===== src/rtl/indexed_bmp_stream_decoder_unit_defines.svh =====
// assertion helpers shared by the decoder rtl
`ifndef INDEXED_BMP_STREAM_DECODER_UNIT_DEFINES_SVH
`define INDEXED_BMP_STREAM_DECODER_UNIT_DEFINES_SVH

// same-cycle implication, checked on every clock edge outside reset
`define IBSD_ASSERT_SAME(label, ante, cons, msg) \
   label: assert property (@(posedge clock) disable iff (reset) (ante) |-> (cons)) \
      else $error(msg);

// next-cycle implication, checked on every clock edge outside reset
`define IBSD_ASSERT_NEXT(label, ante, cons, msg) \
   label: assert property (@(posedge clock) disable iff (reset) (ante) |=> (cons)) \
      else $error(msg);

`endif


===== src/rtl/ibsd_pkg.sv =====
package ibsd_pkg;

   localparam int DimBitsDefault   = 16;
   localparam int MaxColorsDefault = 256;
   localparam int HeaderBytes      = 54;
   localparam int HdrCountBits     = $clog2(HeaderBytes);

   // header field locations (first byte of each little-endian field; the *TopByte ones mark its last byte)
   localparam int WidthLo     = 18;
   localparam int HeightLo    = 22;
   localparam int BppLo       = 28;
   localparam int BppTopByte  = 29;
   localparam int CompLo      = 30;
   localparam int CompTopByte = 33;
   localparam int ColorsLo    = 46;

   localparam int PixelsPerByte = 8;
   localparam int SelBits       = $clog2(PixelsPerByte);
   localparam int QueueDepth    = 2;

   typedef enum logic [1:0] {
      KIND_PALETTE    = 2'd0,
      KIND_PIXEL      = 2'd1,
      KIND_BAD_FORMAT = 2'd2,
      KIND_BAD_SIZE   = 2'd3
   } kind_type;

   // all results caused by one input byte
   typedef struct packed {
      kind_type                             kind;
      logic [SelBits-1:0]                   last_sel;
      logic [15:0]                          pos_x;
      logic [15:0]                          pos_y;
      logic [PixelsPerByte-1:0][7:0]        pixels;
      logic [7:0]                           slot;
      logic [7:0]                           red;
      logic [7:0]                           green;
      logic [7:0]                           blue;
   } entry_type;

   typedef struct packed {
      logic empty;
      logic full;
   } queue_status_type;

endpackage


===== src/rtl/ibsd_front.sv =====
module ibsd_front #(
   parameter int DIM_BITS   = ibsd_pkg::DimBitsDefault,
   parameter int MAX_COLORS = ibsd_pkg::MaxColorsDefault
) (
   input  logic                clock,
   input  logic                reset,
   input  logic                take,
   input  logic [7:0]          data_byte,
   input  logic                start_of_file,
   output logic                entry_valid,
   output ibsd_pkg::entry_type entry
);
   import ibsd_pkg::*;

   localparam int ColorBits = $clog2(MAX_COLORS + 1);

   typedef enum logic [2:0] {
      PH_HEADER,
      PH_PALETTE,
      PH_PIXELS,
      PH_DONE,
      PH_REJECTED
   } phase_type;

   phase_type                     phase_ff, phase_in, phase_cur;
   logic [HdrCountBits-1:0]       hdr_ff, hdr_in, hdr_cur;
   logic [31:0]                   width_ff, width_in, height_ff, height_in;
   logic [31:0]                   comp_ff, comp_in, colors_ff, colors_in, colors_full;
   logic [15:0]                   bpp_ff, bpp_in;
   logic [ColorBits-1:0]          colors_eff_ff, colors_eff_in;
   logic [9:0]                    pal_count_ff, pal_count_in;
   logic [23:0]                   pal_bytes_ff, pal_bytes_in;
   logic [DIM_BITS-1:0]           column_ff, column_in, row_ff, row_in;
   logic [DIM_BITS-1:0]           width_lo, height_lo, remain, row_next;
   logic [2:0]                    bip_ff, bip_in, bip_w, bip_start;
   logic [7:0]                    acc_ff, acc_in, acc_w;
   logic [DIM_BITS:0]             row_bytes_ff, row_bytes_in;
   logic [DIM_BITS:0]             data_bytes_ff, data_bytes_in, total_bytes_ff, total_bytes_in;
   logic [DIM_BITS+3:0]           row_bits, data_sum, total_sum;
   logic [3:0]                    cnt_w;
   logic [PixelsPerByte-1:0][7:0] pix_w;
   logic                          in_data, size_bad;
   logic [8:0]                    slot_next;

   // row geometry, stable once the header is through
   assign width_lo       = width_ff[DIM_BITS-1:0];
   assign height_lo      = height_ff[DIM_BITS-1:0];
   assign row_bits       = (DIM_BITS+4)'(width_lo) * (DIM_BITS+4)'(bpp_ff[3:0]);
   assign data_sum       = row_bits + (DIM_BITS+4)'(7);
   assign total_sum      = row_bits + (DIM_BITS+4)'(31);
   assign data_bytes_in  = data_sum[DIM_BITS+3:3];
   assign total_bytes_in = {total_sum[DIM_BITS+3:5], 2'b00};
   assign bip_start      = bpp_ff[2:0] - 3'd1;
   assign remain         = width_lo - column_ff;
   assign in_data        = row_bytes_ff < data_bytes_ff;
   assign row_next       = row_ff + DIM_BITS'(1);
   assign slot_next      = {1'b0, pal_count_ff[9:2]} + 9'd1;

   always_comb begin
      colors_full = (colors_ff == 32'd0) ? (32'd1 << bpp_ff[2:0]) : colors_ff;
      size_bad    = ((width_ff >> DIM_BITS) != 32'd0) || ((height_ff >> DIM_BITS) != 32'd0) ||
                    (colors_full > 32'(MAX_COLORS));
   end

   // unpack one byte msb first, at most one pixel per bit
   always_comb begin
      acc_w = acc_ff;
      bip_w = bip_ff;
      cnt_w = '0;
      pix_w = '0;
      for (int k = 0; k < PixelsPerByte; k++) begin
         if (in_data && (DIM_BITS'(cnt_w) < remain)) begin
            acc_w = acc_w | (8'(data_byte[PixelsPerByte-1-k]) << bip_w);
            if (bip_w == 3'd0) begin
               pix_w[cnt_w[SelBits-1:0]] = acc_w;
               cnt_w = cnt_w + 4'd1;
               acc_w = '0;
               bip_w = bip_start;
            end else begin
               bip_w = bip_w - 3'd1;
            end
         end
      end
   end

   always_comb begin
      phase_cur     = start_of_file ? PH_HEADER : phase_ff;
      hdr_cur       = start_of_file ? '0 : hdr_ff;
      phase_in      = phase_ff;
      hdr_in        = hdr_ff;
      width_in      = width_ff;
      height_in     = height_ff;
      bpp_in        = bpp_ff;
      comp_in       = comp_ff;
      colors_in     = colors_ff;
      colors_eff_in = colors_eff_ff;
      pal_count_in  = pal_count_ff;
      pal_bytes_in  = pal_bytes_ff;
      column_in     = column_ff;
      row_in        = row_ff;
      bip_in        = bip_ff;
      acc_in        = acc_ff;
      row_bytes_in  = row_bytes_ff;
      entry_valid   = 1'b0;
      entry         = '0;
      if (take) begin
         phase_in = phase_cur;
         hdr_in   = hdr_cur;
         unique case (phase_cur)
            PH_HEADER: begin
               // every header field lane is written before it is looked at
               if (hdr_cur >= 6'(WidthLo) && hdr_cur <= 6'(WidthLo + 3)) begin
                  width_in[{2'(hdr_cur - 6'(WidthLo)), 3'b000} +: 8] = data_byte;
               end
               if (hdr_cur >= 6'(HeightLo) && hdr_cur <= 6'(HeightLo + 3)) begin
                  height_in[{2'(hdr_cur - 6'(HeightLo)), 3'b000} +: 8] = data_byte;
               end
               if (hdr_cur >= 6'(BppLo) && hdr_cur <= 6'(BppTopByte)) begin
                  bpp_in[{1'(hdr_cur - 6'(BppLo)), 3'b000} +: 8] = data_byte;
               end
               if (hdr_cur >= 6'(CompLo) && hdr_cur <= 6'(CompTopByte)) begin
                  comp_in[{2'(hdr_cur - 6'(CompLo)), 3'b000} +: 8] = data_byte;
               end
               if (hdr_cur >= 6'(ColorsLo) && hdr_cur <= 6'(ColorsLo + 3)) begin
                  colors_in[{2'(hdr_cur - 6'(ColorsLo)), 3'b000} +: 8] = data_byte;
               end
               if (hdr_cur == 6'(BppTopByte) && (bpp_in > 16'd8 || bpp_in == 16'd0)) begin
                  entry_valid = 1'b1;
                  entry.kind  = KIND_BAD_FORMAT;
                  phase_in    = PH_REJECTED;
               end else if (hdr_cur == 6'(CompTopByte) && comp_in != 32'd0) begin
                  entry_valid = 1'b1;
                  entry.kind  = KIND_BAD_FORMAT;
                  phase_in    = PH_REJECTED;
               end else if (hdr_cur >= 6'(HeaderBytes - 1)) begin
                  if (size_bad) begin
                     entry_valid = 1'b1;
                     entry.kind  = KIND_BAD_SIZE;
                     phase_in    = PH_REJECTED;
                  end else begin
                     phase_in      = PH_PALETTE;
                     pal_count_in  = '0;
                     colors_eff_in = ColorBits'(colors_full);
                  end
               end else begin
                  hdr_in = hdr_cur + 6'd1;
               end
            end
            PH_PALETTE: begin
               // entries arrive as blue, green, red, reserved
               if (pal_count_ff[1:0] != 2'd3) begin
                  pal_bytes_in[{pal_count_ff[1:0], 3'b000} +: 8] = data_byte;
                  pal_count_in = pal_count_ff + 10'd1;
               end else begin
                  entry_valid = 1'b1;
                  entry.kind  = KIND_PALETTE;
                  entry.slot  = pal_count_ff[9:2];
                  entry.red   = pal_bytes_ff[23:16];
                  entry.green = pal_bytes_ff[15:8];
                  entry.blue  = pal_bytes_ff[7:0];
                  if (slot_next >= 9'(colors_eff_ff)) begin
                     if (width_lo == '0 || height_lo == '0) begin
                        phase_in = PH_DONE;
                     end else begin
                        phase_in     = PH_PIXELS;
                        row_in       = '0;
                        column_in    = '0;
                        row_bytes_in = '0;
                        acc_in       = '0;
                        bip_in       = bip_start;
                     end
                  end else begin
                     pal_count_in = pal_count_ff + 10'd1;
                  end
               end
            end
            PH_PIXELS: begin
               if (cnt_w != 4'd0) begin
                  entry_valid    = 1'b1;
                  entry.kind     = KIND_PIXEL;
                  entry.last_sel = SelBits'(cnt_w - 4'd1);
                  entry.pos_x    = 16'(column_ff);
                  entry.pos_y    = 16'(height_lo - row_ff - DIM_BITS'(1));
                  entry.pixels   = pix_w;
               end
               // end of the padded row: next row starts on a fresh byte
               if ((row_bytes_ff + (DIM_BITS+1)'(1)) >= total_bytes_ff) begin
                  row_in       = row_next;
                  column_in    = '0;
                  row_bytes_in = '0;
                  acc_in       = '0;
                  bip_in       = bip_start;
                  if (row_next >= height_lo) begin
                     phase_in = PH_DONE;
                  end
               end else begin
                  row_bytes_in = row_bytes_ff + (DIM_BITS+1)'(1);
                  column_in    = column_ff + DIM_BITS'(cnt_w);
                  acc_in       = acc_w;
                  bip_in       = bip_w;
               end
            end
            PH_DONE, PH_REJECTED: begin
               phase_in = phase_cur;
            end
            default: begin
               phase_in = PH_REJECTED;
            end
         endcase
      end
   end

   always_ff @(posedge clock) begin
      if (reset) begin
         phase_ff <= PH_HEADER;
         hdr_ff   <= '0;
      end else begin
         phase_ff <= phase_in;
         hdr_ff   <= hdr_in;
      end
      width_ff       <= width_in;
      height_ff      <= height_in;
      bpp_ff         <= bpp_in;
      comp_ff        <= comp_in;
      colors_ff      <= colors_in;
      colors_eff_ff  <= colors_eff_in;
      pal_count_ff   <= pal_count_in;
      pal_bytes_ff   <= pal_bytes_in;
      column_ff      <= column_in;
      row_ff         <= row_in;
      bip_ff         <= bip_in;
      acc_ff         <= acc_in;
      row_bytes_ff   <= row_bytes_in;
      data_bytes_ff  <= data_bytes_in;
      total_bytes_ff <= total_bytes_in;
   end

endmodule


===== src/rtl/ibsd_queue.sv =====
module ibsd_queue (
   input  logic                       clock,
   input  logic                       reset,
   input  logic                       write,
   input  ibsd_pkg::entry_type        wr_entry,
   input  logic                       read,
   output ibsd_pkg::entry_type        rd_entry,
   output ibsd_pkg::queue_status_type status
);
   import ibsd_pkg::*;

   localparam int PtrBits   = $clog2(QueueDepth);
   localparam int CountBits = $clog2(QueueDepth + 1);

   entry_type            entries_ff [QueueDepth];
   logic [PtrBits-1:0]   wr_ptr_ff, wr_ptr_in, rd_ptr_ff, rd_ptr_in;
   logic [CountBits-1:0] count_ff, count_in;

   assign rd_entry     = entries_ff[rd_ptr_ff];
   assign status.empty = count_ff == '0;
   assign status.full  = count_ff == CountBits'(QueueDepth);

   always_comb begin
      wr_ptr_in = wr_ptr_ff;
      rd_ptr_in = rd_ptr_ff;
      count_in  = count_ff;
      if (write) begin
         wr_ptr_in = (wr_ptr_ff == PtrBits'(QueueDepth - 1)) ? '0 : wr_ptr_ff + PtrBits'(1);
      end
      if (read) begin
         rd_ptr_in = (rd_ptr_ff == PtrBits'(QueueDepth - 1)) ? '0 : rd_ptr_ff + PtrBits'(1);
      end
      if (write && !read) begin
         count_in = count_ff + CountBits'(1);
      end else if (read && !write) begin
         count_in = count_ff - CountBits'(1);
      end
   end

   always_ff @(posedge clock) begin
      if (reset) begin
         wr_ptr_ff <= '0;
         rd_ptr_ff <= '0;
         count_ff  <= '0;
      end else begin
         wr_ptr_ff <= wr_ptr_in;
         rd_ptr_ff <= rd_ptr_in;
         count_ff  <= count_in;
      end
      if (write) begin
         entries_ff[wr_ptr_ff] <= wr_entry;
      end
   end

endmodule


===== src/rtl/ibsd_back.sv =====
module ibsd_back (
   input  logic                       clock,
   input  logic                       reset,
   input  ibsd_pkg::queue_status_type q_status,
   input  ibsd_pkg::entry_type        q_head,
   output logic                       q_read,
   input  logic                       pop,
   output logic                       empty,
   output logic [1:0]                 rsp_kind,
   output logic [15:0]                rsp_pos_x,
   output logic [15:0]                rsp_pos_y,
   output logic [7:0]                 rsp_pixel_index,
   output logic [7:0]                 rsp_palette_slot,
   output logic [7:0]                 rsp_red,
   output logic [7:0]                 rsp_green,
   output logic [7:0]                 rsp_blue,
   output logic                       rsp_last
);
   import ibsd_pkg::*;

   entry_type          cur_ff, cur_in;
   logic               cur_valid_ff, cur_valid_in;
   logic [SelBits-1:0] sel_ff, sel_in;
   logic               at_last, advance, finish;

   assign at_last = sel_ff == cur_ff.last_sel;
   assign advance = cur_valid_ff && pop;
   // the next entry loads in the same cycle the last result leaves
   assign finish  = !cur_valid_ff || (advance && at_last);
   assign q_read  = finish && !q_status.empty;

   always_comb begin
      cur_in       = cur_ff;
      cur_valid_in = cur_valid_ff;
      sel_in       = sel_ff;
      if (finish) begin
         cur_in       = q_head;
         cur_valid_in = !q_status.empty;
         sel_in       = '0;
      end else if (advance) begin
         sel_in = sel_ff + SelBits'(1);
      end
   end

   always_ff @(posedge clock) begin
      if (reset) begin
         cur_valid_ff <= 1'b0;
         sel_ff       <= '0;
      end else begin
         cur_valid_ff <= cur_valid_in;
         sel_ff       <= sel_in;
      end
      cur_ff <= cur_in;
   end

   assign empty            = !cur_valid_ff;
   assign rsp_kind         = cur_ff.kind;
   assign rsp_pos_x        = cur_ff.pos_x + 16'(sel_ff);
   assign rsp_pos_y        = cur_ff.pos_y;
   assign rsp_pixel_index  = cur_ff.pixels[sel_ff];
   assign rsp_palette_slot = cur_ff.slot;
   assign rsp_red          = cur_ff.red;
   assign rsp_green        = cur_ff.green;
   assign rsp_blue         = cur_ff.blue;
   assign rsp_last         = at_last;

endmodule


===== src/rtl/indexed_bmp_stream_decoder_unit.sv =====
// Indexed bitmap decoder: takes a bitmap file one byte per transaction (start_of_file marks
// byte 0), parses the 54-byte header, then gives one result per palette entry and one per
// pixel with its column and its row counted from the top, or a single reject result for an
// unsupported format or an oversized image. A byte is taken every cycle while full is low;
// the front end decodes a whole byte at once into a short queue, and the back end puts out
// one result per cycle while pop is high; at 1 bit per pixel a byte yields up to 8 results,
// and the single result port sets the pace. A result is held in the queue and then in the
// back end's current-entry register before it appears on the result ports.
`include "indexed_bmp_stream_decoder_unit_defines.svh"

module indexed_bmp_stream_decoder_unit #(
   parameter int DIM_BITS   = ibsd_pkg::DimBitsDefault,
   parameter int MAX_COLORS = ibsd_pkg::MaxColorsDefault
) (
   input  logic        clock,
   input  logic        reset,
   input  logic        push,
   output logic        full,
   input  logic [7:0]  req_data_byte,
   input  logic        req_start_of_file,
   output logic        empty,
   input  logic        pop,
   output logic [1:0]  rsp_kind,
   output logic [15:0] rsp_pos_x,
   output logic [15:0] rsp_pos_y,
   output logic [7:0]  rsp_pixel_index,
   output logic [7:0]  rsp_palette_slot,
   output logic [7:0]  rsp_red,
   output logic [7:0]  rsp_green,
   output logic [7:0]  rsp_blue,
   output logic        rsp_last
);
   import ibsd_pkg::*;

   logic             take, entry_valid, q_read;
   entry_type        entry, q_head;
   queue_status_type q_status;

   assign full = q_status.full;
   assign take = push && !q_status.full;

   ibsd_front #(
      .DIM_BITS   (DIM_BITS),
      .MAX_COLORS (MAX_COLORS)
   ) u_front (
      .clock         (clock),
      .reset         (reset),
      .take          (take),
      .data_byte     (req_data_byte),
      .start_of_file (req_start_of_file),
      .entry_valid   (entry_valid),
      .entry         (entry)
   );

   ibsd_queue u_queue (
      .clock    (clock),
      .reset    (reset),
      .write    (take && entry_valid),
      .wr_entry (entry),
      .read     (q_read),
      .rd_entry (q_head),
      .status   (q_status)
   );

   ibsd_back u_back (
      .clock            (clock),
      .reset            (reset),
      .q_status         (q_status),
      .q_head           (q_head),
      .q_read           (q_read),
      .pop              (pop),
      .empty            (empty),
      .rsp_kind         (rsp_kind),
      .rsp_pos_x        (rsp_pos_x),
      .rsp_pos_y        (rsp_pos_y),
      .rsp_pixel_index  (rsp_pixel_index),
      .rsp_palette_slot (rsp_palette_slot),
      .rsp_red          (rsp_red),
      .rsp_green        (rsp_green),
      .rsp_blue         (rsp_blue),
      .rsp_last         (rsp_last)
   );

   // palette entries and rejects each give a single result
   `IBSD_ASSERT_SAME(a_single_is_last, !empty && rsp_kind != KIND_PIXEL, rsp_last,
                     "non-pixel result not last")
   // back end never sits idle while the queue holds work
   `IBSD_ASSERT_NEXT(a_back_loads, empty && !q_status.empty, !empty,
                     "queued entry not loaded")
   // pixels of one byte come out in consecutive columns
   `IBSD_ASSERT_NEXT(a_column_steps, !empty && pop && !rsp_last && rsp_kind == KIND_PIXEL,
                     rsp_pos_x == 16'($past(rsp_pos_x) + 16'd1), "pixel column did not step")

endmodule

===== config.mk =====
export PLATFORM = sky130hd
export DESIGN_NAME = indexed_bmp_stream_decoder_unit
export DESIGN_NICKNAME = d
export VERILOG_FILES = /design/src/rtl/ibsd_pkg.sv /design/src/rtl/ibsd_front.sv /design/src/rtl/ibsd_queue.sv /design/src/rtl/ibsd_back.sv /design/src/rtl/indexed_bmp_stream_decoder_unit.sv
export VERILOG_INCLUDE_DIRS = /design/src /design/src/rtl
export SDC_FILE = /design/constraint.sdc
export NUM_CORES = 1
export LEC_CHECK = 0
export BUFFER_PORTS_ARGS = -buffer_cell sky130_fd_sc_hd__buf_2
export CORE_MARGIN = 3
export CORE_UTILIZATION = 45
export CTS_CLUSTER_DIAMETER = 80
export DETAILED_ROUTE_END_ITERATION = 16
export PLACE_DENSITY = 0.71
export SYNTH_ARGS = -nofsm -noshare
export SYNTH_HDL_FRONTEND = slang
export SYNTH_SLANG_ARGS = --single-unit

===== constraint.sdc =====
create_clock -name clock -period 20.1 [get_ports clock]
set_input_delay 2.01 -clock clock [delete_from_list [all_inputs] [get_ports clock]]
set_output_delay 2.01 -clock clock [all_outputs]
set_load 0.01 [all_outputs]

# Word level (Yosys, flattened, before mapping)
# Memory sizes are Yosys's and may differ from the RTL's. A register that Yosys moved wholly into a read port is not among the register bits.
# Index checks and enable logic that the tools add are counted.
[word_totals] register_bits=296 mem_count=1 elab_cells=399 output_inout_bits=77 mem_bits_rw=266 in_bits=13
[memory_table] name="u_queue.entries_ff" depth=2 width=133 rd=1 rd_clocked_by_memory_dff=1 wr=1 line_no="ibsd_queue.sv:15" rtl="entry_type entries_ff [QueueDepth];"
[op_classes] n_reduce_logical=71 magnitude_cmp=40 muxes=169 bitwise=11 mul=1 n_eq_ne=18 shifts=21 addsub=45
[ops] cell="$mux 64" n=14
[ops] cell="$bwmux 64" n=7
[ops] cell="$mux 8" n=30
[ops] cell="$mux 32" n=6
[ops] cell="$demux 8 s3" n=7
[ops] cell="$mux 133" n=1
[ops] cell="$bwmux 32" n=4
[ops] cell="$mux 16" n=8
[ops] cell="$shift 8x7->32 const A" n=4
[ops] cell="$shiftx 8x7->32" n=4
[ops] cell="$lt 4x16->1" n=7
[ops] cell="$mux 100" n=1
[ops] cell="$mux 99" n=1
[ops] cell="$reduce_bool 32->1" n=3
[ops] cell="$mux 3" n=29
[ops] cell="$mux 17" n=4
[ops] cell="$or 8x8->8" n=8
[ops] cell="$pmux 16 s2" n=2
[ops] cell="$shl 1x3->8" n=8
[ops] cell="$mux 10" n=6
[ops] cell="$mux 4" n=15
[ops] cell="$logic_not 16->1" n=3
[ops] cell="$neg 5->7" n=5
[ops] cell="$pmux 17 s2" n=1
[ops] cell="76 further kinds" n=198

# Logic depth before layout (Yosys ltp)
# Gate-level depths: netlist of run 1.
[logic_depth] word_depth=34 mapped_depth=90 ltp_nobuf=81

# By module
# Synthesis of run 1 repeated with hierarchy kept, for this count alone.
[hier_totals] hier_cells=3663 area_unflattened_um2=40993.1
[by_module_without_submodules] module="ibsd_front" area_each_um2=25413.1 seq_area_each_um2=8237.9 instances=1 cells_per_inst=2938
[by_module_without_submodules] module="ibsd_queue" area_each_um2=10084.7 seq_area_each_um2=8087.8 instances=1 cells_per_inst=436
[by_module_without_submodules] module="ibsd_back" area_each_um2=5480.3 seq_area_each_um2=4073.9 instances=1 cells_per_inst=287
[by_module_without_submodules] module="indexed_bmp_stream_decoder_unit" area_each_um2=15.0 seq_area_each_um2=0.0 instances=1 cells_per_inst=2

# Least setup slack after synthesis of run 1
# Ideal clock, no wire load.
[synth_timing] path_type="register to register" start="reg u_front.width_ff[0]" end="mem u_queue.entries_ff[1][0] in the netlist's numbering, enable pin" synth_period_minus_slack_ns=21.691 arrival_time_ns=21.063 path_stages_with_launch=80 setup_slack_ns=-1.591 path_cell_list="edfxtp_1 > inv_1 > ha_1 > inv_1 > fa_1 > a21o_1 > a221o_1 > a21boi_2 > nor4bb_1 > a2111oi_4 > nand4_1 > and4_2 > or2_2 > clkbuf_1 > inv_2 > ha_1 > ha_1 > clkdlybuf4s15_1 > (+44 left out) > nor2_1 > nor2b_1 > nand2_1 > mux2i_1 > nor2_4 > mux2i_4 > inv_2 > ha_1 > o21a_1 > o21a_1 > o21ai_0 > and3_1 > nand2_1 > mux2_4 > a211oi_4 > xor2_2 > o31ai_1 > nor2_1"
[synth_via] elab_chain_len=32 elab_cells_between_ends=72 cone_classes="add/sub (14); order compare (8); mux (33); reduce/logical (17)"
[synth_rtl] item="start: declaration" line_no="ibsd_front.sv:27" rtl="logic [31:0] width_ff, width_in, height_ff, height_in;"
[synth_rtl] item="start signal: assignment" line_no="ibsd_front.sv:221" rtl="width_ff <= width_in;"
[synth_rtl] item="$sub 16x16->16 (*)" line_no="ibsd_front.sv:54" rtl="assign remain = width_lo - column_ff;"
[synth_rtl] item="$lt 1x16->1" line_no="ibsd_front.sv:72" rtl="if (in_data && (DIM_BITS'(cnt_w) < remain)) begin"
[synth_rtl] item="$logic_and 1x1->1" line_no="ibsd_front.sv:72"
[synth_rtl] item="$mux 4 or $mux 3 (tied branches)" line_no="ibsd_front.sv:72"
[synth_rtl] item="$lt 4x16->1, or another cell as far along" line_no="ibsd_front.sv:72"
[synth_rtl] item="$logic_and 1x1->1, or another cell as far along" line_no="ibsd_front.sv:72"
[synth_rtl] item="$mux 4 or $mux 3 (tied branches)" line_no="ibsd_front.sv:72"
[synth_rtl] item="$lt 4x16->1, or another cell as far along" line_no="ibsd_front.sv:72"
[synth_rtl] item="(+16 left out)"
[synth_rtl] item="$mux 4 (*)" line_no="ibsd_front.sv:72"
[synth_rtl] item="$reduce_bool 4->1 (*)" line_no="ibsd_front.sv:178" rtl="if (cnt_w != 4'd0) begin"
[synth_rtl] item="$mux 1 (*)" line_no="ibsd_front.sv:178"
[synth_rtl] item="$pmux 1 s3 (*)" line_no="ibsd_front.sv:109" rtl="unique case (phase_cur)"
[synth_rtl] item="$mux 1 (*)" line_no="ibsd_front.sv:106" rtl="if (take) begin"
[synth_rtl] item="$logic_and 1x1->1 (*)" line_no="indexed_bmp_stream_decoder_unit.sv:58" rtl=".write (take && entry_valid),"
[synth_rtl] item="$mux 1 (*)" line_no="ibsd_queue.sv:50" rtl="if (write) begin"
[synth_rtl] item="$mux 1 (implied by the code) (*)" line_no="ibsd_queue.sv:51" rtl="entries_ff[wr_ptr_ff] <= wr_entry;"
[synth_rtl] item="end: declaration" line_no="ibsd_queue.sv:15"
# Mark *: on every way between the ends. The rest lies on a longest branch, timed or not.

# Worst setup path in the final report of run 1
[layout_timing] start="reg u_front.width_ff[0]" end="reg u_front.column_ff[15], data pin"
[layout_via] elab_chain_len=28 elab_cells_between_ends=68 cone_classes="add/sub (15); order compare (8); mux (30); reduce/logical (15)"
[layout_rtl] item="$sub 16x16->16 (*)" line_no="ibsd_front.sv:54"
[layout_rtl] item="$lt 1x16->1" line_no="ibsd_front.sv:72"
[layout_rtl] item="$logic_and 1x1->1" line_no="ibsd_front.sv:72"
[layout_rtl] item="$mux 4 or $mux 3 (tied branches)" line_no="ibsd_front.sv:72"
[layout_rtl] item="$lt 4x16->1, or another cell as far along" line_no="ibsd_front.sv:72"
[layout_rtl] item="$logic_and 1x1->1, or another cell as far along" line_no="ibsd_front.sv:72"
[layout_rtl] item="$mux 4 or $mux 3 (tied branches)" line_no="ibsd_front.sv:72"
[layout_rtl] item="$lt 4x16->1, or another cell as far along" line_no="ibsd_front.sv:72"
[layout_rtl] item="(+12 left out)"
[layout_rtl] item="$logic_and 1x1->1, or another cell as far along" line_no="ibsd_front.sv:72"
[layout_rtl] item="$mux 4 or $mux 3 (tied branches)" line_no="ibsd_front.sv:72"
[layout_rtl] item="$lt 4x16->1, or another cell as far along" line_no="ibsd_front.sv:72"
[layout_rtl] item="$logic_and 1x1->1 or $mux 4 (tied branches)" line_no="ibsd_front.sv:72, ibsd_front.sv:74"
[layout_rtl] item="$mux 4 (*)" line_no="ibsd_front.sv:72"
[layout_rtl] item="$add 16x4->16 (*)" line_no="ibsd_front.sv:198" rtl="column_in = column_ff + DIM_BITS'(cnt_w);"
[layout_rtl] item="$mux 16 (*)" line_no="ibsd_front.sv:187" rtl="if ((row_bytes_ff + (DIM_BITS+1)'(1)) >= total_bytes_ff) begin"
[layout_rtl] item="$pmux 16 s2 (*)" line_no="ibsd_front.sv:109"
[layout_rtl] item="end signal: assignment" line_no="ibsd_front.sv:229" rtl="column_ff <= column_in;"
[layout_rtl] item="end: declaration" line_no="ibsd_front.sv:33" rtl="logic [DIM_BITS-1:0] column_ff, column_in, row_ff, row_in;"
# Marked as above.
# A chain may end at the register's enable or synchronous reset.

==> summary.md, run 1 <==
| Metric | Value |
|---|---|
| Status | `complete, no violations` |
| Total iterations of the first detailed-routing run | `6` |
| All-Layer GR Usage | `0.231` |
| DIE AREA | `between 90,000 and 100,000 µm²` |
| Layout cell share with drive strength beyond 1 | `0.164` |
| Mean post-synth cell area | `between 10 and 15 µm²` |
| Post-Route Setup TNS | `0 ns` |
| Share of flip-flops with an asynchronous set or reset | `0` |
| Min Tclk post-route | `roughly 19 ns` |
| Number of rows in the core area | `about 110` |
| Master cell of the clock root buffer | `sky130_fd_sc_hd__clkbuf_16` |
| Wire length of the first global-routing pass | `about 170,000 µm` |
| Number of nets still failing antenna checks after routing | `0` |
| Width of the die | `307 µm` |
| Net count reported at finish | `roughly 3,800` |
| Top cell by count, worst path | `sky130_fd_sc_hd__ha_1` |
| CP Data Required Time | `just over 20 ns` |
| Count of pins over their slew limit | `0` |
| Worst R2R Setup Slack | `around 1.4 ns` |
| Crit-path max FO | `16` |
| Top FF cell, synth | `sky130_fd_sc_hd__edfxtp_1` |
| Critical path start-end classification | `flip-flop to flip-flop` |
| Worst Setup End Kind | `flip-flop` |
| Worst slew margin relative to its limit | `0.148` |
| Area of all placed cells without fillers | `44,500 µm²` |
| TritonCTS Buffers | `just over 70` |
| Post-synth EDFFs | `between 600 and 700` |
| Y dimension of the die | `a little over 300 µm` |
| IO buf count | `between 80 and 90` |
| Clock-pin slew of the registers on the worst-case setup and hold paths | `about 0.060 ns` |
| Post-synthesis net count | `3,821` |
| Via count of the first global-routing pass | `27,000` |
| Synthesis-stage register bit count | `approximately 700` |
| Total I/O pin count | `90` |
| Initial standard-cell utilization of the core | `0.459` |
| Depth of the CTS H-tree | `3` |
| DRC violations left | `0` |
| DP Wirelength | `between 80,000 and 90,000 µm` |
| Detail-routed via count per cell | `roughly 6.0` |
| Maximum clock frequency | `around 53 MHz` |
| DR vias | `approximately 29,000` |
| Buffer count from post-CTS setup fixing | `0` |
| Synthesis-to-finish area growth | `8.77%` |
| Period Utilization, post-route | `0.933` |
| Post-place instance area | `roughly 42,000 µm²` |
| Most common library cell in the layout ignoring fill and taps | `sky130_fd_sc_hd__edfxtp_1` |
| GRT overflow | `0` |
| Worst slew pin tran | `about 1.3 ns` |
| Element type at the critical path start | `flip-flop` |
| Max IR drop VDD | `0.0970 mV` |
| Yosys warns | `0` |
| Sequential cell area | `20,400 µm²` |
| Library cell contributing the largest single delay on the critical path | `sky130_fd_sc_hd__edfxtp_1` |
| Area of combinational cells with multiple inputs | `18,700 µm²` |
| Slowest stage delay, CP | `about 0.44 ns` |
| Fill count | `7,838` |
| Resized cells post-CTS | `0` |
| Hold Violations, Final | `0` |
| Cell Pwr Density | `approximately 120 nW/µm²` |
| Routed len/inst | `around 23 µm` |
| Worst EP arrival | `between 15 and 20 ns` |
| GPL Wtd Cong | `~1.0` |
| Final-report setup violation count | `0` |
| TritonCTS clock tree | `done` |
| Number of violations of the max-capacitance limit | `0` |
| Class of the tightest hold or removal check | `flip-flop to flip-flop` |
| Pin count of the biggest net entering global routing | `just under 100` |
| RSZ-0062 raised after global routing | `no` |
| Synth unique cells | `130` |
| Standard cell core area | `89,200 µm²` |
| Clock sink count | `between 600 and 700` |
| Commonest cells after routing, fill and taps aside | `sky130_fd_sc_hd__edfxtp_1, sky130_fd_sc_hd__nand2_1, sky130_fd_sc_hd__nor2_1` |
| Longest Clk Path Bufs | `3` |
| DRT iter0 DRCs | `roughly 3,000` |
| Post-synthesis cell count | `about 3,600` |
| Post-Route Skew | `between 0.02 and 0.025 ns` |
| Clock network latency to the later pin of the worst-skew pair | `0.61 ns` |
| Antenna violations before repair | `6` |
| Cell area after synthesis | `40,900 µm²` |
| Total Routed Length | `roughly 110,000 µm` |
| Leak | `16.6 nW` |
| Number of buffers inserted for hold repair after clock tree synthesis | `0` |
| Portion of the post-synthesis area used by sequential elements | `0.498` |
## cell type report
type | count | area share
multi-input cells | 2495 | 0.419
well taps | 1165 | 0.0328
diodes | 1 | 0.0000562
flip-flops and latches | 695 | 0.458
clock buffers | 85 | 0.0430
repair buffers | 133 | 0.0177
clock inverters | 43 | 0.0105
inverters | 211 | 0.0186
## per-layer routing
metal  track usage  part of all wire  wire length, µm
met5             0                 0                0
met2         0.340              0.43            47500
met3        0.0380             0.089             9890
met4        0.0693             0.029             3180
met1         0.350              0.46            50700
## stage by stage
step / hold slack, ns / std cells / utilization / worst slack, ns / total power [mW]
final: 0.467 / 4828 / 0.499 / 1.35 / 5.38
after floorplan: 0.436 / 3592 / - / 0.653 / 3.40
after global routing: 0.484 / 4827 / 0.499 / 0.0655 / 5.63
after global placement: 0.447 / 4699 / 0.471 / 1.07 / 3.98
after CTS: 0.465 / 4827 / 0.498 / 0.361 / 5.34
after detailed placement: 0.457 / 4699 / 0.471 / 0.424 / 3.99
## Yosys cell counts (7+ instances only)
cell type / number / area [µm²]
sky130_fd_sc_hd__a21o_1: 43 / 323
sky130_fd_sc_hd__or3_1: 12 / 75.1
sky130_fd_sc_hd__a22oi_1: 39 / 293
sky130_fd_sc_hd__nand4_1: 26 / 163
sky130_fd_sc_hd__a2bb2oi_1: 10 / 87.6
sky130_fd_sc_hd__ha_1: 184 / 2300
sky130_fd_sc_hd__dfxtp_1: 49 / 981
sky130_fd_sc_hd__nor3b_1: 12 / 90.1
sky130_fd_sc_hd__o21bai_1: 17 / 128
sky130_fd_sc_hd__a21oi_1: 151 / 756
sky130_fd_sc_hd__o211ai_1: 39 / 293
sky130_fd_sc_hd__nand2b_1: 26 / 163
sky130_fd_sc_hd__and3_1: 36 / 225
sky130_fd_sc_hd__a211o_1: 7 / 61.3
sky130_fd_sc_hd__a2111oi_0: 11 / 96.3
sky130_fd_sc_hd__nor2_1: 252 / 946
sky130_fd_sc_hd__nor2b_1: 36 / 225
sky130_fd_sc_hd__buf_4: 58 / 435
sky130_fd_sc_hd__o22ai_1: 26 / 163
sky130_fd_sc_hd__nor3_1: 80 / 400
sky130_fd_sc_hd__mux4_2: 16 / 360
sky130_fd_sc_hd__o31ai_1: 13 / 97.6
sky130_fd_sc_hd__buf_6: 7 / 78.8
sky130_fd_sc_hd__and2_1: 166 / 1040
sky130_fd_sc_hd__xnor2_1: 96 / 841
sky130_fd_sc_hd__mux2i_1: 71 / 711
sky130_fd_sc_hd__o221ai_1: 8 / 70.1
sky130_fd_sc_hd__clkbuf_1: 87 / 327
sky130_fd_sc_hd__buf_2: 11 / 55.1
sky130_fd_sc_hd__xor2_1: 46 / 403
sky130_fd_sc_hd__nand2_1: 268 / 1010
sky130_fd_sc_hd__nor4_1: 57 / 357
sky130_fd_sc_hd__a22o_1: 8 / 70.1
sky130_fd_sc_hd__edfxtp_1: 646 / 19400
sky130_fd_sc_hd__inv_1: 194 / 728
sky130_fd_sc_hd__nand3_1: 67 / 335
sky130_fd_sc_hd__a211oi_1: 57 / 428
sky130_fd_sc_hd__inv_2: 13 / 48.8
sky130_fd_sc_hd__clkbuf_8: 16 / 220
sky130_fd_sc_hd__mux2_2: 193 / 2170
sky130_fd_sc_hd__o21a_1: 29 / 218
sky130_fd_sc_hd__fa_1: 32 / 641
sky130_fd_sc_hd__o21ai_0: 138 / 691
sky130_fd_sc_hd__o21ai_1: 12 / 60.1
sky130_fd_sc_hd__a31oi_1: 16 / 100
## final timing paths
kind                            start  depth (start not counted)                     to
hold reg to reg     u_queue.wr_ptr_ff                          2      u_queue.wr_ptr_ff
setup reg to reg  u_front.width_ff[0]                         76  u_front.column_ff[15]
setup / recovery  u_front.width_ff[0]                         76  u_front.column_ff[15]
hold / removal      u_queue.wr_ptr_ff                          2      u_queue.wr_ptr_ff
## logic make-up (layout without fill, tap and decap cells)
group           Yosys count  count (layout)  share of synthesized area
compound gates          745             745                      0.128
xor+xnor                151             151                     0.0349
fa+ha+maj               216             216                     0.0719
buf+inv                 402             472                     0.0492
flops                   695             695                      0.498
mux                     285             285                     0.0815
other cells               0               1                          0
simple gates           1098            1098                      0.137
## critical path: cells and delay by family (launching register included)
family	cells	cell delay (ns)
mux	4	1.38
xor+xnor	4	1.05
flops	1	0.44
fa+ha+maj	12	3.44
compound gates	22	5.34
buf+inv	8	1.43
simple gates	26	5.38
## where the power goes
group	internal, mW	switching, mW
sequential	1.78	0.0732
combinational	0.710	1.48
clock	0.787	0.552
total	3.27	2.10
## registers in the layout (all words and copies together) (netlist names), 10 cells and up
signal / count
u_front.width_ff: 32
u_front.height_ff: 32
u_front.total_bytes_ff: 15
u_front.comp_ff: 32
u_front.data_bytes_ff: 17
u_back.cur_ff: 83
u_front.bpp_ff: 16
u_front.row_ff: 16
u_back.rsp_pos_y: 16
u_front.colors_ff: 32
u_front.row_bytes_ff: 17
u_queue.entries_ff: 266
u_front.column_ff: 16
u_front.pal_bytes_ff: 24
u_front.pal_count_ff: 10
Power figures use the tool's default switching activity.
==> run 2: changes to the inputs <==
--- a/config.mk
+++ b/config.mk
@@ -6,6 +6,7 @@
 export SDC_FILE = /design/constraint.sdc
 export NUM_CORES = 1
 export LEC_CHECK = 0
+export ABC_AREA = 1
 export BUFFER_PORTS_ARGS = -buffer_cell sky130_fd_sc_hd__buf_2
 export CORE_MARGIN = 3
 export CORE_UTILIZATION = 45
==> run 2 against run 1 <==
Setup slack better by 2.4 ns. Area after synthesis is 0.79% lower. Critical path depth is 3 higher. Register-to-register slack better by 2.4 ns. Sequential share of layout area is 0.25 points higher. Clock power hardly changed. Sequential cell count stayed put. Critical endpoint is now u_queue.entries_ff[1][38]. Highest routed layer is now met5.
==> summary.md, run 2 <==
| Metric | Value |
|---|---|
| Mean post-synth cell area | `8.85 µm² (-22%)` |
| Flip-flop count of the largest register, all copies and words added | `266 (unchanged)` |
| Fraction of the mapped netlist area in adder cells | `0.0725 (+0.000570)` |
| Area contributors post-synth | `sky130_fd_sc_hd__edfxtp_1, sky130_fd_sc_hd__nand2_1, sky130_fd_sc_hd__ha_1, sky130_fd_sc_hd__inv_1, sky130_fd_sc_hd__nor2_1` |
| CP Data Required Time | `20.33 ns (-0.11 ns)` |
| Combinational share of power | `0.369 (-0.038)` |
| Worst slew margin relative to its limit | `0.239 (+0.0910)` |
| Slowest stage delay, CP | `0.94 ns (+0.50 ns)` |
| Post-synthesis net count | `4,813 (+26%)` |
| Total I/O pin count | `90 (unchanged)` |
| Antenna violations before repair | `7 (+1)` |
| DRT iter0 DRCs | `3,557 (+17%)` |
| Number of nets still failing antenna checks after routing | `0 (unchanged)` |
| TritonCTS Buffers | `74 (+2.8%)` |
| List of most frequent post-synthesis cells | `sky130_fd_sc_hd__nand2_1, sky130_fd_sc_hd__edfxtp_1, sky130_fd_sc_hd__inv_1` |
| Hold slack final | `0.466 ns (-0.000295 ns)` |
| Largest reg by FF count | `u_queue.entries_ff` |
| Top cell by count, worst path | `sky130_fd_sc_hd__nand2_1` |
| Layout cell share with drive strength beyond 1 | `0.0810 (-0.0826)` |
| Library cell contributing the largest single delay on the critical path | `sky130_fd_sc_hd__buf_4` |
| Y dimension of the die | `306 µm (-0.39%)` |
| Routed len/inst | `18.6 µm (-19%)` |
| Crit-path max FO | `84 (+68)` |
| RSZ-0062 raised after global routing | `no` |
| Fill count | `8,063 (+2.9%)` |
| Count of pins over their slew limit | `0 (unchanged)` |
| Worst R2R Setup Slack | `3.74 ns (+2.38 ns)` |
| Worst EP arrival | `16.59 ns (-2.50 ns)` |
| Total design power | `5.18 mW (-3.6%)` |
| All-Layer GR Usage | `0.227 (-0.00414)` |
| Most common library cell in the layout ignoring fill and taps | `sky130_fd_sc_hd__nand2_1` |
| Pin count of the biggest net entering global routing | `89 (-8.2%)` |
| Area of combinational cells with multiple inputs | `17,000 µm² (-9.0%)` |
| Via count of the first global-routing pass | `29,300 (+8.3%)` |
| Final-report setup violation count | `0 (unchanged)` |
| Clock sink count | `695 (unchanged)` |
| Total iterations of the first detailed-routing run | `6 (unchanged)` |
| Initial standard-cell utilization of the core | `0.456 (-0.00221)` |
| Standard cell core area | `88,900 µm² (-0.31%)` |
| Maximum clock frequency | `61.1 MHz (+15%)` |
| Sequential group share of total power | `0.366 (+0.022)` |
| Element type at the critical path start | `flip-flop` |
| DR vias | `31,400 (+9.3%)` |
| Portion of synthesized cell area occupied by the leading cell type | `0.478 (+0.00376)` |
| Post-synth EDFFs | `646 (unchanged)` |
| Clock-pin slew of the registers on the worst-case setup and hold paths | `0.06 ns (about the same)` |
| Post-Route Skew | `0.0435 ns (+0.0199 ns)` |
| Detail-routed via count per cell | `5.40 (-9.4%)` |
| Width of the die | `306 µm (-0.39%)` |
| Area share of and/or/nand/nor cells after synthesis | `0.205 (+0.0687)` |
| Cell depth of the worst hold path | `2 (unchanged)` |
| Synth unique cells | `62 (-52%)` |
| Sequential cell area | `20,400 µm² (unchanged)` |
| Cell taking the most area after synthesis | `sky130_fd_sc_hd__edfxtp_1` |
| DRC violations left | `0 (unchanged)` |
| Longest Clk Path Bufs | `3 (unchanged)` |
| Synthesis-to-finish area growth | `9.04%` |
| RR Endpoint | `u_queue.entries_ff[1][38]` |
| Commonest cells after routing, fill and taps aside | `sky130_fd_sc_hd__nand2_1, sky130_fd_sc_hd__edfxtp_1, sky130_fd_sc_hd__inv_1` |
| Yosys warns | `0 (unchanged)` |
| Startpoint of the worst-slack reg-to-reg timing path | `u_front.width_ff[0]` |
| Net load switching power | `2.02 mW (-3.8%)` |
| Number of buffers inserted for hold repair after clock tree synthesis | `0 (unchanged)` |
| Post-synthesis cell count | `4,584 (+28%)` |
| Cell Pwr Density | `117 nW/µm² (-3.1%)` |
| TritonCTS clock tree | `done` |
| Total internal power | `3.16 mW (-3.5%)` |
| Worst Setup End Kind | `flip-flop` |
| DP Wirelength | `80,700 µm (-1.0%)` |
| Proportion of synthesized area in mux cells | `0.0120 (-0.0694)` |
| Number of rows in the core area | `109 (unchanged)` |
| Worst slew pin tran | `1.14 ns (-0.125 ns)` |
| Switching portion of total power | `0.390 (-0.000774)` |
| Class of the tightest hold or removal check | `flip-flop to flip-flop` |
| DIE AREA | `93,800 µm² (-0.77%)` |
| Total Routed Length | `108,000 µm (-2.7%)` |
| Net count reported at finish | `4,827 (+26%)` |
| Number of violations of the max-capacitance limit | `0 (unchanged)` |
| Leading registers by flop count | `u_queue.entries_ff x266, u_back.cur_ff x83` |
| Hold path startpoint | `u_front.phase_ff[2]` |
| Most numerous cell in the Yosys netlist | `sky130_fd_sc_hd__nand2_1` |
| Depth of the CTS H-tree | `3 (unchanged)` |
| IO buf count | `89 (unchanged)` |
| Wire length of the first global-routing pass | `166,000 µm (-0.58%)` |
| Post-Route Setup TNS | `0 ns (unchanged)` |
| Master cell of the clock root buffer | `sky130_fd_sc_hd__clkbuf_16` |
| Share of flip-flops with an asynchronous set or reset | `0 (unchanged)` |
| GPL Wtd Cong | `0.976 (-4.4%)` |
| Period Utilization, post-route | `0.814 (-0.119)` |
| Leak | `18.3 nW (+10%)` |
| Worst reg-to-reg path cell count | `79 (+3.9%)` |
| GRT overflow | `0 (unchanged)` |
| Synth Area in Compound Gates | `0.103 (-0.0248)` |
| Status | `complete, no violations` |
| Critical path start-end classification | `flip-flop to flip-flop` |
| Synthesis-stage register bit count | `695 (unchanged)` |
| Min Tclk post-route | `16.36 ns (-2.38 ns)` |
| Cell area after synthesis | `40,600 µm² (-0.79%)` |
| Max IR drop VDD | `0.0714 mV (-26%)` |
| Hold Violations, Final | `0 (unchanged)` |
| Portion of the post-synthesis area used by sequential elements | `0.502 (+0.00395)` |
| XOR/XNOR Fraction of Synth Area | `0.0246 (-0.0103)` |
| Clock power share | `0.265 (+0.016)` |
| Buffer count from post-CTS setup fixing | `0 (unchanged)` |
| Clock network latency to the later pin of the worst-skew pair | `0.65 ns (+0.04 ns)` |
| Top FF cell, synth | `sky130_fd_sc_hd__edfxtp_1` |
| Endpoint of the worst hold path | `u_front.phase_ff[2]` |
| Resized cells post-CTS | `0 (unchanged)` |
| Dominant combinational cell family by area after synthesis | `simple AND/OR/NAND/NOR gates` |
run 2: cell count changes in the layout (fill, tap and decap cells not counted), sizes merged, moves of 80 or more:
cell   before   now
and2      168     4
o21ai     155   328
inv       212   608
xnor2     101    21
nor2      258   564
nand2     270  1184
mux2      194    22
run 2: final cells by class:
cell class / instances / area share
timing repair buffer: 119 / 0.0152
sequential: 695 / 0.461
tap: 1165 / 0.0329
inverter: 612 / 0.0521
multi-input combinational: 3096 / 0.384
clock buffer: 88 / 0.0440
antenna: 2 / 0.000113
clock inverter: 46 / 0.0113
run 2: how the worst max path moves through the flow:
stage | depth (start not counted) | from | endpoint | slack [ns]
floorplan | 82 | u_front.width_ff[0] | u_queue.entries_ff[0][0] | 2.75
global placement | 85 | u_front.width_ff[0] | u_queue.entries_ff[1][63] | 4.55
global route | 90 | u_front.width_ff[0] | u_front.column_ff[15] | 2.23
detailed placement | 79 | u_front.width_ff[0] | u_queue.entries_ff[1][38] | 4.07
finish | 79 | u_front.width_ff[0] | u_queue.entries_ff[1][38] | 3.74
CTS | 79 | u_front.width_ff[0] | u_queue.entries_ff[1][38] | 3.96
run 2: critical path: cells and delay by family, from the launching register on:
family | cells | cell delay (ns)
AO/OA/AOI/OAI | 8 | 1.96
flip-flops | 1 | 0.44
adder cells (fa/ha/maj) | 14 | 3.72
buffers and inverters | 20 | 4.29
XOR/XNOR | 1 | 0.26
AND/OR/NAND/NOR | 36 | 5.24
run 2: through the flow:
step | instance area [µm²] | utilization | std cells | setup slack (ns)
after floorplan | 40600 | - | 4584 | 2.75
after global placement | 41800 | 0.470 | 5687 | 4.55
after detailed placement | 41800 | 0.470 | 5687 | 4.07
after CTS | 44200 | 0.498 | 5821 | 3.96
after global routing | 44200 | 0.498 | 5821 | 2.23
final | 44200 | 0.498 | 5823 | 3.74
run 2: metal layers:
metal,GRT usage,routed length [µm]
met5,0,54
met2,0.345,47100
met3,0.0402,9350
met4,0.0710,3080
met1,0.331,48800
run 2: kinds of logic (layout without fill, tap and decap cells):
kind of cell | Yosys count | after routing
other | 0 | 2
adder cells (fa/ha/maj) | 216 | 216
AO/OA/AOI/OAI | 686 | 686
AND/OR/NAND/NOR | 2035 | 2035
flip-flops | 695 | 695
multiplexers | 46 | 46
XOR/XNOR | 113 | 113
buffers and inverters | 793 | 865
run 2: power groups by stage:
stage / sequential (mW) / combinational [mW] / clock (mW)
floorplan: 1.90 / 1.41 / 0
global placement: 1.92 / 1.86 / 0
detailed placement: 1.92 / 1.89 / 0
CTS: 1.89 / 1.90 / 1.40
global route: 1.91 / 2.14 / 1.46
finish: 1.89 / 1.91 / 1.37
